$ cat config.mk
export PLATFORM = sky130hd
export DESIGN_NAME = sensor_level_and_trend_flat
export DESIGN_NICKNAME = d
export VERILOG_FILES = /design/src/slt_pkg.sv /design/src/slt_in_if.sv /design/src/slt_out_if.sv /design/src/slt_cfg_if.sv /design/src/slt_cfg_regs.sv /design/src/slt_core.sv /design/src/sensor_level_and_trend.sv /design/src/flat_wrapper.sv
export SDC_FILE = /design/constraint.sdc
export NUM_CORES = 1
export LEC_CHECK = 0
export BUFFER_PORTS_ARGS = -buffer_cell sky130_fd_sc_hd__buf_4
export CORE_ASPECT_RATIO = 1.4
export CORE_UTILIZATION = 59
export CTS_CLUSTER_SIZE = 25
export DETAILED_ROUTE_END_ITERATION = 7
export HOLD_SLACK_MARGIN = 0.03
export PLACE_DENSITY = 0.85
export SLEW_MARGIN = 20
export SYNTH_ARGS = -nofsm -noshare
export SYNTH_HDL_FRONTEND = slang
export SYNTH_SLANG_ARGS = --single-unit
$ cat constraint.sdc
create_clock -name clk -period 11.1 [get_ports clk]
set_input_delay 0 -clock clk [delete_from_list [all_inputs] [get_ports clk]]
set_output_delay 0 -clock clk [all_outputs]
set_load 0.05 [all_outputs]
$ cat src/slt_pkg.sv
// ----------------------------------------------------------------------------
// slt_pkg
// Shared types, codes and constants of the sensor level and trend block.
// ----------------------------------------------------------------------------
`default_nettype none

package slt_pkg;

  parameter int HALF_WINDOW = 3;
  parameter int RING_DEPTH  = 2 * HALF_WINDOW;

  parameter int SAMPLE_IN_W = 16;
  parameter int SAMPLE_W    = 12;
  parameter int LIMIT_W     = 13;
  parameter int TLIMIT_W    = 12;
  parameter int CODE_W      = 2;

  // sum of one half window and the reciprocal used for its floored mean
  parameter int SUM_W  = SAMPLE_W + $clog2(HALF_WINDOW);
  parameter int DIV_SH = SUM_W + $clog2(HALF_WINDOW);
  parameter int MUL_W  = DIV_SH + 1;
  parameter int PROD_W = SUM_W + MUL_W;
  parameter longint unsigned DIV_MUL_L =
    ((64'd1 << DIV_SH) + HALF_WINDOW - 1) / HALF_WINDOW;
  parameter logic [MUL_W-1:0] DIV_MUL = MUL_W'(DIV_MUL_L);

  parameter int FILL_W = $clog2(RING_DEPTH + 1);

  parameter int CFG_IDX_W  = 3;
  parameter int CFG_DATA_W = 13;

  typedef enum logic [CFG_IDX_W-1:0] {
    CFG_ENABLED     = 3'd0,
    CFG_BAND_LOW    = 3'd1,
    CFG_BAND_MID    = 3'd2,
    CFG_BAND_HIGH   = 3'd3,
    CFG_TREND_LIMIT = 3'd4
  } cfg_idx_t;

  typedef enum logic [CODE_W-1:0] {
    STATUS_OFFLINE = 2'd0,
    STATUS_OK      = 2'd1,
    STATUS_INVALID = 2'd2
  } status_t;

  typedef enum logic [CODE_W-1:0] {
    LEVEL_LOW       = 2'd0,
    LEVEL_MEDIUM    = 2'd1,
    LEVEL_HIGH      = 2'd2,
    LEVEL_VERY_HIGH = 2'd3
  } level_t;

  typedef enum logic [CODE_W-1:0] {
    TREND_STABLE  = 2'd0,
    TREND_RISING  = 2'd1,
    TREND_FALLING = 2'd2
  } trend_t;

  parameter logic [LIMIT_W-1:0]  BAND_LOW_RST    = 13'd1000;
  parameter logic [LIMIT_W-1:0]  BAND_MID_RST    = 13'd2000;
  parameter logic [LIMIT_W-1:0]  BAND_HIGH_RST   = 13'd3000;
  parameter logic [TLIMIT_W-1:0] TREND_LIMIT_RST = 12'd150;

  typedef struct packed {
    logic                enabled;
    logic [LIMIT_W-1:0]  band_low;
    logic [LIMIT_W-1:0]  band_mid;
    logic [LIMIT_W-1:0]  band_high;
    logic [TLIMIT_W-1:0] trend_limit;
  } cfg_t;

  typedef struct packed {
    status_t             status;
    logic [SAMPLE_W-1:0] last_value;
    level_t              level;
    trend_t              trend;
  } result_t;

  // floored mean of one half window: reciprocal multiply, exact for all sums
  function automatic logic [SAMPLE_W-1:0] half_mean(input logic [SUM_W-1:0] sum);
    logic [PROD_W-1:0] prod;
    prod = PROD_W'(sum) * PROD_W'(DIV_MUL);
    return SAMPLE_W'(prod >> DIV_SH);
  endfunction

endpackage

`default_nettype wire

$ cat src/slt_in_if.sv
// ----------------------------------------------------------------------------
// slt_in_if
// Sample request channel: valid, ready and one raw converter reading.
// ----------------------------------------------------------------------------
`default_nettype none

interface slt_in_if import slt_pkg::*; ();
  logic                   valid;
  logic                   ready;
  logic [SAMPLE_IN_W-1:0] sample;

  modport source (output valid, output sample, input ready);
  modport sink   (input valid, input sample, output ready);
endinterface

`default_nettype wire

$ cat src/slt_out_if.sv
// ----------------------------------------------------------------------------
// slt_out_if
// Result request channel: valid, ready, status and held value, level and trend.
// ----------------------------------------------------------------------------
`default_nettype none

interface slt_out_if import slt_pkg::*; ();
  logic                valid;
  logic                ready;
  logic [CODE_W-1:0]   status;
  logic [SAMPLE_W-1:0] last_value;
  logic [CODE_W-1:0]   level;
  logic [CODE_W-1:0]   trend;

  modport source (output valid, output status, output last_value, output level,
                  output trend, input ready);
  modport sink   (input valid, input status, input last_value, input level,
                  input trend, output ready);
endinterface

`default_nettype wire

$ cat src/slt_cfg_if.sv
// ----------------------------------------------------------------------------
// slt_cfg_if
// Configuration write channel: valid, ready, register index and data.
// ----------------------------------------------------------------------------
`default_nettype none

interface slt_cfg_if import slt_pkg::*; ();
  logic                  valid;
  logic                  ready;
  logic [CFG_IDX_W-1:0]  index;
  logic [CFG_DATA_W-1:0] data;

  modport source (output valid, output index, output data, input ready);
  modport sink   (input valid, input index, input data, output ready);
endinterface

`default_nettype wire

$ cat src/slt_cfg_regs.sv
// ----------------------------------------------------------------------------
// slt_cfg_regs
// Configuration register file; writes are always taken, unknown indexes
// are dropped.
// ----------------------------------------------------------------------------
`default_nettype none

module slt_cfg_regs import slt_pkg::*; (
  input  wire logic clk,
  input  wire logic rst_n,
  slt_cfg_if.sink   cfg_bus,
  output cfg_t      cfg
);

  cfg_t cfg_r;
  cfg_t cfg_nxt;

  assign cfg_bus.ready = 1'b1;
  assign cfg           = cfg_r;

  always_comb begin
    cfg_nxt = cfg_r;
    if (cfg_bus.valid) begin
      unique case (cfg_bus.index)
        CFG_ENABLED:     cfg_nxt.enabled     = cfg_bus.data[0];
        CFG_BAND_LOW:    cfg_nxt.band_low    = cfg_bus.data;
        CFG_BAND_MID:    cfg_nxt.band_mid    = cfg_bus.data;
        CFG_BAND_HIGH:   cfg_nxt.band_high   = cfg_bus.data;
        CFG_TREND_LIMIT: cfg_nxt.trend_limit = cfg_bus.data[TLIMIT_W-1:0];
        default: ;
      endcase
    end
  end

  always_ff @(posedge clk) begin
    if (!rst_n) begin
      cfg_r.enabled     <= 1'b1;
      cfg_r.band_low    <= BAND_LOW_RST;
      cfg_r.band_mid    <= BAND_MID_RST;
      cfg_r.band_high   <= BAND_HIGH_RST;
      cfg_r.trend_limit <= TREND_LIMIT_RST;
    end else begin
      cfg_r <= cfg_nxt;
    end
  end

endmodule

`default_nettype wire

$ cat src/slt_core.sv
// ----------------------------------------------------------------------------
// slt_core
// Sample history, running half-window sums and held results; computes the
// result of the registered sample; an ok sample commits state when taken.
// ----------------------------------------------------------------------------
`default_nettype none

module slt_core import slt_pkg::*; (
  input  wire logic                   clk,
  input  wire logic                   rst_n,
  input  wire logic                   step,
  input  wire logic [SAMPLE_IN_W-1:0] sample,
  input  cfg_t                        cfg,
  output result_t                     res
);

  // history_r[0] is the newest sample
  logic [SAMPLE_W-1:0] history_r [RING_DEPTH];
  logic [FILL_W-1:0]   fill_r;
  logic [FILL_W-1:0]   fill_nxt;
  logic [SUM_W-1:0]    newer_sum_r;
  logic [SUM_W-1:0]    newer_sum_nxt;
  logic [SUM_W-1:0]    older_sum_r;
  logic [SUM_W-1:0]    older_sum_nxt;
  logic [SAMPLE_W-1:0] held_value_r;
  level_t              held_level_r;
  trend_t              held_trend_r;

  logic [SAMPLE_W-1:0] v;
  logic                sample_ok;
  status_t             status;
  level_t              level;
  trend_t              trend;
  logic [SAMPLE_W-1:0] newer_mean;
  logic [SAMPLE_W-1:0] older_mean;
  logic                commit;

  assign v         = sample[SAMPLE_W-1:0];
  assign sample_ok = (sample[SAMPLE_IN_W-1:SAMPLE_W] == '0);

  always_comb begin
    if (!cfg.enabled)   status = STATUS_OFFLINE;
    else if (!sample_ok) status = STATUS_INVALID;
    else                status = STATUS_OK;
  end

  always_comb begin
    if ({1'b0, v} < cfg.band_low)       level = LEVEL_LOW;
    else if ({1'b0, v} < cfg.band_mid)  level = LEVEL_MEDIUM;
    else if ({1'b0, v} < cfg.band_high) level = LEVEL_HIGH;
    else                                level = LEVEL_VERY_HIGH;
  end

  // sample leaving the newer half enters the older half
  assign newer_sum_nxt = SUM_W'({1'b0, newer_sum_r} + (SUM_W+1)'(v)
                                - (SUM_W+1)'(history_r[HALF_WINDOW-1]));
  assign older_sum_nxt = SUM_W'({1'b0, older_sum_r}
                                + (SUM_W+1)'(history_r[HALF_WINDOW-1])
                                - (SUM_W+1)'(history_r[RING_DEPTH-1]));
  assign fill_nxt = (fill_r == FILL_W'(RING_DEPTH)) ? fill_r : fill_r + 1'b1;

  assign newer_mean = half_mean(newer_sum_nxt);
  assign older_mean = half_mean(older_sum_nxt);

  always_comb begin
    if (fill_nxt != FILL_W'(RING_DEPTH))
      trend = TREND_STABLE;
    else if ({2'b0, newer_mean} > ({2'b0, older_mean} + {2'b0, cfg.trend_limit}))
      trend = TREND_RISING;
    else if ({2'b0, older_mean} > ({2'b0, newer_mean} + {2'b0, cfg.trend_limit}))
      trend = TREND_FALLING;
    else
      trend = TREND_STABLE;
  end

  always_comb begin
    res.status = status;
    if (status == STATUS_OK) begin
      res.last_value = v;
      res.level      = level;
      res.trend      = trend;
    end else begin
      res.last_value = held_value_r;
      res.level      = held_level_r;
      res.trend      = held_trend_r;
    end
  end

  assign commit = step && (status == STATUS_OK);

  always_ff @(posedge clk) begin
    if (!rst_n) begin
      for (int i = 0; i < RING_DEPTH; i++) history_r[i] <= '0;
      fill_r       <= '0;
      newer_sum_r  <= '0;
      older_sum_r  <= '0;
      held_value_r <= '0;
      held_level_r <= LEVEL_LOW;
      held_trend_r <= TREND_STABLE;
    end else if (commit) begin
      history_r[0] <= v;
      for (int i = 1; i < RING_DEPTH; i++) history_r[i] <= history_r[i-1];
      fill_r       <= fill_nxt;
      newer_sum_r  <= newer_sum_nxt;
      older_sum_r  <= older_sum_nxt;
      held_value_r <= v;
      held_level_r <= level;
      held_trend_r <= trend;
    end
  end

endmodule

`default_nettype wire

$ cat src/sensor_level_and_trend.sv
// ----------------------------------------------------------------------------
// sensor_level_and_trend
// Level bands and moving-window trend for a stream of raw converter samples.
// ----------------------------------------------------------------------------
// One request in gives one result out. The block takes a sample in every cycle
// unless the output stalls (input register, then result register); the trend
// comes from two running half-window sums that each sample updates in one
// step, so nothing loops per item. Disabled operation gives status offline, a
// reading above 4095 gives status invalid; both repeat the held value, level
// and trend. The user writes configuration only while the block holds no
// pending request; the block does not enforce it.
`default_nettype none

module sensor_level_and_trend import slt_pkg::*; (
  input  wire logic clk,
  input  wire logic rst_n,
  slt_in_if.sink    in_bus,
  slt_out_if.source out_bus,
  slt_cfg_if.sink   cfg_bus
);

  cfg_t                   cfg;
  result_t                res;
  logic                   in_valid_r;
  logic [SAMPLE_IN_W-1:0] in_sample_r;
  logic                   out_valid_r;
  result_t                out_res_r;
  logic                   adv;

  assign adv          = in_valid_r && (!out_valid_r || out_bus.ready);
  assign in_bus.ready = !in_valid_r || adv;

  slt_cfg_regs u_cfg (
    .clk     (clk),
    .rst_n   (rst_n),
    .cfg_bus (cfg_bus),
    .cfg     (cfg)
  );

  slt_core u_core (
    .clk    (clk),
    .rst_n  (rst_n),
    .step   (adv),
    .sample (in_sample_r),
    .cfg    (cfg),
    .res    (res)
  );

  always_ff @(posedge clk) begin
    if (!rst_n) begin
      in_valid_r <= 1'b0;
    end else if (in_bus.valid && in_bus.ready) begin
      in_valid_r <= 1'b1;
    end else if (adv) begin
      in_valid_r <= 1'b0;
    end
  end

  always_ff @(posedge clk) begin
    if (in_bus.valid && in_bus.ready) in_sample_r <= in_bus.sample;
  end

  always_ff @(posedge clk) begin
    if (!rst_n) begin
      out_valid_r <= 1'b0;
    end else if (adv) begin
      out_valid_r <= 1'b1;
    end else if (out_bus.ready) begin
      out_valid_r <= 1'b0;
    end
  end

  always_ff @(posedge clk) begin
    if (adv) out_res_r <= res;
  end

  assign out_bus.valid      = out_valid_r;
  assign out_bus.status     = out_res_r.status;
  assign out_bus.last_value = out_res_r.last_value;
  assign out_bus.level      = out_res_r.level;
  assign out_bus.trend      = out_res_r.trend;

endmodule

`default_nettype wire

$ cat src/flat_wrapper.sv
// flat-port wrapper written by rule: the top's interface ports become plain ports
module sensor_level_and_trend_flat import slt_pkg::*;
  (clk, rst_n, in_bus_valid, in_bus_sample, in_bus_ready, out_bus_valid, out_bus_status, out_bus_last_value, out_bus_level, out_bus_trend, out_bus_ready, cfg_bus_valid, cfg_bus_index, cfg_bus_data, cfg_bus_ready);
  slt_in_if in_bus_i ();
  slt_out_if out_bus_i ();
  slt_cfg_if cfg_bus_i ();
  input  wire logic clk;
  input  wire logic rst_n;
  input wire logic [$bits(in_bus_i.valid)-1:0] in_bus_valid;
  input wire logic [$bits(in_bus_i.sample)-1:0] in_bus_sample;
  output wire logic [$bits(in_bus_i.ready)-1:0] in_bus_ready;
  output wire logic [$bits(out_bus_i.valid)-1:0] out_bus_valid;
  output wire logic [$bits(out_bus_i.status)-1:0] out_bus_status;
  output wire logic [$bits(out_bus_i.last_value)-1:0] out_bus_last_value;
  output wire logic [$bits(out_bus_i.level)-1:0] out_bus_level;
  output wire logic [$bits(out_bus_i.trend)-1:0] out_bus_trend;
  input wire logic [$bits(out_bus_i.ready)-1:0] out_bus_ready;
  input wire logic [$bits(cfg_bus_i.valid)-1:0] cfg_bus_valid;
  input wire logic [$bits(cfg_bus_i.index)-1:0] cfg_bus_index;
  input wire logic [$bits(cfg_bus_i.data)-1:0] cfg_bus_data;
  output wire logic [$bits(cfg_bus_i.ready)-1:0] cfg_bus_ready;
  assign in_bus_i.valid = in_bus_valid;
  assign in_bus_i.sample = in_bus_sample;
  assign in_bus_ready = in_bus_i.ready;
  assign out_bus_valid = out_bus_i.valid;
  assign out_bus_status = out_bus_i.status;
  assign out_bus_last_value = out_bus_i.last_value;
  assign out_bus_level = out_bus_i.level;
  assign out_bus_trend = out_bus_i.trend;
  assign out_bus_i.ready = out_bus_ready;
  assign cfg_bus_i.valid = cfg_bus_valid;
  assign cfg_bus_i.index = cfg_bus_index;
  assign cfg_bus_i.data = cfg_bus_data;
  assign cfg_bus_ready = cfg_bus_i.ready;
  sensor_level_and_trend u_core (.clk(clk), .rst_n(rst_n), .in_bus(in_bus_i), .out_bus(out_bus_i), .cfg_bus(cfg_bus_i));
endmodule
==> summary.md <==
| Metric | Value |
|---|---|
| Via Count | `13750` |
| EDFF count, synth | `about 110` |
| Worst Setup Path Type | `reg2reg` |
| Routed Antenna Nets | `0` |
| Ys Warns | `0` |
| Global-route wire length before repair | `between 70000 and 80000 microns` |
| Yosys top cell area share | `20.79%` |
| Fmax | `about 0.094 GHz` |
| Fillers | `2201` |
| Yosys reg bits | `207` |
| Setup Viol. Count Final | `0` |
| Worst setup margin | `between 0.5 and 0.6 ns` |
| Die ar. | `between 30000 and 40000 sq um` |
| Max Cap Violations | `0` |
| Leading cell types in the layout, fill and taps excluded | `inv_1, ha_1, nand2_1` |
| Avg Cell Area, Syn | `9.546 sq um` |
| Area contributors post-synth | `ha_1, edfxtp_1, fa_1, dfxtp_1, inv_1` |
| Primary FF master, synth | `edfxtp_1` |
| Fin. max-slew vios | `0` |
| Crit Path Max Fanout | `4` |
| H-Tree Depth | `1` |
| CP Capture Type | `flip-flop` |
| Routed WL per cell | `between 15 and 20 microns` |
| Final Skew | `0.01158 ns` |
| DIE HEIGHT | `207.9 microns` |
| Commonest non-fill, non-tap cell in the layout | `inv_1` |
| Routability cong. | `0.9715` |
| Routed WL | `43800 microns` |
| Layout area overhead | `11.22%` |
| Async S/R FF share, synth | `0%` |
| Gr usage total | `a little under 30%` |
| Reg-to-Reg Start | `u_core.u_core.history_r[0][27]$_SDFFCE_PN0P_` |
| Hold-critical path depth | `4` |
| CP peak stage delay | `between 0.5 and 0.6 ns` |
| Reg2reg setup slack | `0.50 ns` |
| Final HPWL from detailed placement | `34510 microns` |
| Min-delay src | `cfg_bus_valid` |
| M1 WL | `14960 microns` |
| Iter 0 DRT Violations | `802` |
| Cell taking the most area after synthesis | `ha_1` |
| Synthesized area | `approximately 18000 sq um` |
| DR DRC count | `0` |
| Worst skew pair latency | `between 0.5 and 0.6 ns` |
| Initial core utilization | `59.89%` |
| Fin. Hold Viols | `0` |
| Setup WS pre-CTS | `between 0.2 and 0.25 ns` |
| Area of the core | `approximately 30000 sq um` |
| Status | `complete, no violations` |
| Row count | `75` |
| Initial antenna violation count | `0` |
| Worst-margin pin slew | `approximately 0.94 ns` |
| Layout cell share with drive strength beyond 1 | `6.811%` |
| Highest metal used | `met4` |
| CTS buffer count | `21` |
| Met3 wire length | `1972 microns` |
| Minimum clock period | `about 11 ns` |
| Distinct cells, synth | `67` |
| WP data arrival | `between 10 and 15 ns` |
| Ant. Diodes | `0` |
| # port buffers | `56` |
| Clock Tree Buf Depth | `3` |
| Highest-delay cell along the critical path | `fa_1` |
| Gr ovfl total | `0` |
| CTS tree | `built` |
| Routed length on met2 | `~23000 microns` |
| Register area share after synthesis | `between 20% and 30%` |
| Area occupied by multi-input gates | `11160 sq um` |
| Crit Reg-Reg Endpoint | `u_core.out_bus.trend[0]$_DFFE_PP_` |
| Clk root buf | `clkbuf_16` |
| Die width | `approximately 150 microns` |
| Drt pass-1 iters | `5` |
| Storage element area | `around 5200 sq um` |
| Syn Nets | `around 2300` |
| Startpoint Class | `flip-flop` |
| Final period util | `a little over nine tenths` |
| Worst hold path class | `in2reg` |
| Vias in the first global route | `~15000` |
| Post-Syn Instances | `approximately 1900` |
| Worst Reg2Reg Path Length in Cells | `41` |
| Post-DR vias/cell | `slightly below 6` |
| IO Pins | `58` |
| Worst-path clk slew | `approximately 0.06 ns` |
| Hold EP | `u_core.u_cfg.cfg[9]$_SDFFE_PN0P_` |
| Layout net count | `between 2000 and 2500` |
| Largest net degree at the start of global routing | `between 80 and 90` |
| # clock sinks | `a little over 200` |
| Critical path data required time | `approximately 11 ns` |
| Max transition margin | `37.34%` |
-- cell usage after synthesis, types with 3 or more instances --
master / n
a2111oi_0: 4
a211oi_1: 16
a21o_1: 49
a21oi_1: 119
a221o_1: 3
a22o_1: 4
a31oi_1: 6
and2_1: 6
and3_1: 57
buf_1: 3
clkbuf_1: 39
dfxtp_1: 101
edfxtp_1: 106
fa_1: 133
ha_1: 297
inv_1: 370
mux2i_1: 3
nand2_1: 191
nand2b_1: 7
nand3_1: 16
nand3b_1: 3
nand4_1: 13
nor2_1: 82
nor2b_1: 9
nor3_1: 8
o211ai_1: 24
o21a_1: 13
o21ai_0: 44
o21bai_1: 7
o31ai_1: 4
o41ai_1: 5
or2_2: 5
xnor2_1: 53
xor2_1: 29
-- metal layers --
layer,global-route usage [%],up-vias
li1,-,6409
met1,30.43,6611
met2,53.68,518
met3,2.982,209
met4,22.70,0
met5,0,-
-- critical path: cells and delay by family, from the launching register on --
kind                     cells  cell delay, ns
buffers and inverters        4            0.22
XOR/XNOR                     3            0.58
adder cells (fa/ha/maj)     11            4.45
AO/OA/AOI/OAI               18            3.86
flip-flops                   1            0.36
AND/OR/NAND/NOR              5            0.92
-- cells by family (layout without fill, tap and decap cells) --
kind of cell	Yosys count	count (layout)	synth area share, %
AO/OA/AOI/OAI	327	327	11.78
XOR/XNOR	84	84	4.201
adder cells (fa/ha/maj)	430	430	35.69
buffers and inverters	415	525	8.745
flip-flops	207	207	29.13
multiplexers	4	4	0.2310
other	1	1	0.02098
AND/OR/NAND/NOR	404	404	10.20
-- final cells by class --
type                       instances  area share (%)
multi-input combinational       1250           56.13
sequential                       207           26.19
inverter                         371           7.007
timing repair buffer             117           4.910
clock buffer                      30           2.864
tap                              385           2.424
clock inverter                     7          0.4784
-- how the worst max path moves through the flow --
stage / depth (start not counted) / slack (ns) / start / to
finish: 41 / 0.50 / u_core.u_core.history_r[0][27]$_SDFFCE_PN0P_ / u_core.out_bus.trend[0]$_DFFE_PP_
global route: 42 / -0.04 / u_core.u_core.history_r[0][26]$_SDFFCE_PN0P_ / u_core.out_bus.trend[1]$_DFFE_PP_
CTS: 42 / 0.18 / u_core.u_core.history_r[0][28]$_SDFFCE_PN0P_ / u_core.out_bus.trend[1]$_DFFE_PP_
detailed placement: 42 / 0.21 / u_core.u_core.history_r[0][28]$_SDFFCE_PN0P_ / u_core.out_bus.trend[1]$_DFFE_PP_
global placement: 42 / 0.53 / u_core.u_core.history_r[0][28]$_SDFFCE_PN0P_ / u_core.out_bus.trend[1]$_DFFE_PP_
floorplan: 42 / 0.96 / u_core.u_core.history_r[0][27]$_SDFFCE_PN0P_ / u_core.out_bus.trend[1]$_DFFE_PP_
-- metrics by stage --
step / instance area [sq um] / TNS (ns) / util [%] / hold slack [ns] / cells
floorplan: 17870 / 0 / - / 0.09887 / 1872
global placement: 18760 / 0 / 62.88 / 0.1787 / 2290
detailed placement: 18760 / 0 / 62.88 / 0.1793 / 2290
CTS: 19820 / 0 / 66.42 / 0.1014 / 2366
global route: 19880 / -0.05695 / 66.60 / 0.1366 / 2367
finish: 19880 / 0 / 66.60 / 0.1028 / 2367
-- state kept, by name, summed over array words and instances, names as in the netlist --
name / cells
u_core.u_core.history_r: 72
u_core.u_cfg.cfg: 52
u_core.in_sample_r: 16
u_core.u_core.newer_sum_r: 14
u_core.u_core.older_sum_r: 14
u_core.out_bus.last_value: 12
u_core.u_core.held_value_r: 12
u_core.u_core.fill_r: 3
u_core.out_bus.level: 2
u_core.out_bus.status: 2
u_core.out_bus.trend: 2
u_core.u_core.held_level_r: 2
u_core.u_core.held_trend_r: 2
u_core.in_valid_r: 1
u_core.out_bus.valid: 1
-- repair_timing --
| action | CTS | global route |
|---|---|---|
| hold buffers | 39 | 0 |
| setup buffers | 0 | 1 |
| setup endpoints to repair | 0 | 4 |
| endpoints found under the hold margin | 70 | 0 |
| resized for setup | 0 | 9 |
Power is left out: the tool's default activity adds up to more than one toggle a clock period on the data nets, which glitch-free logic cannot reach.
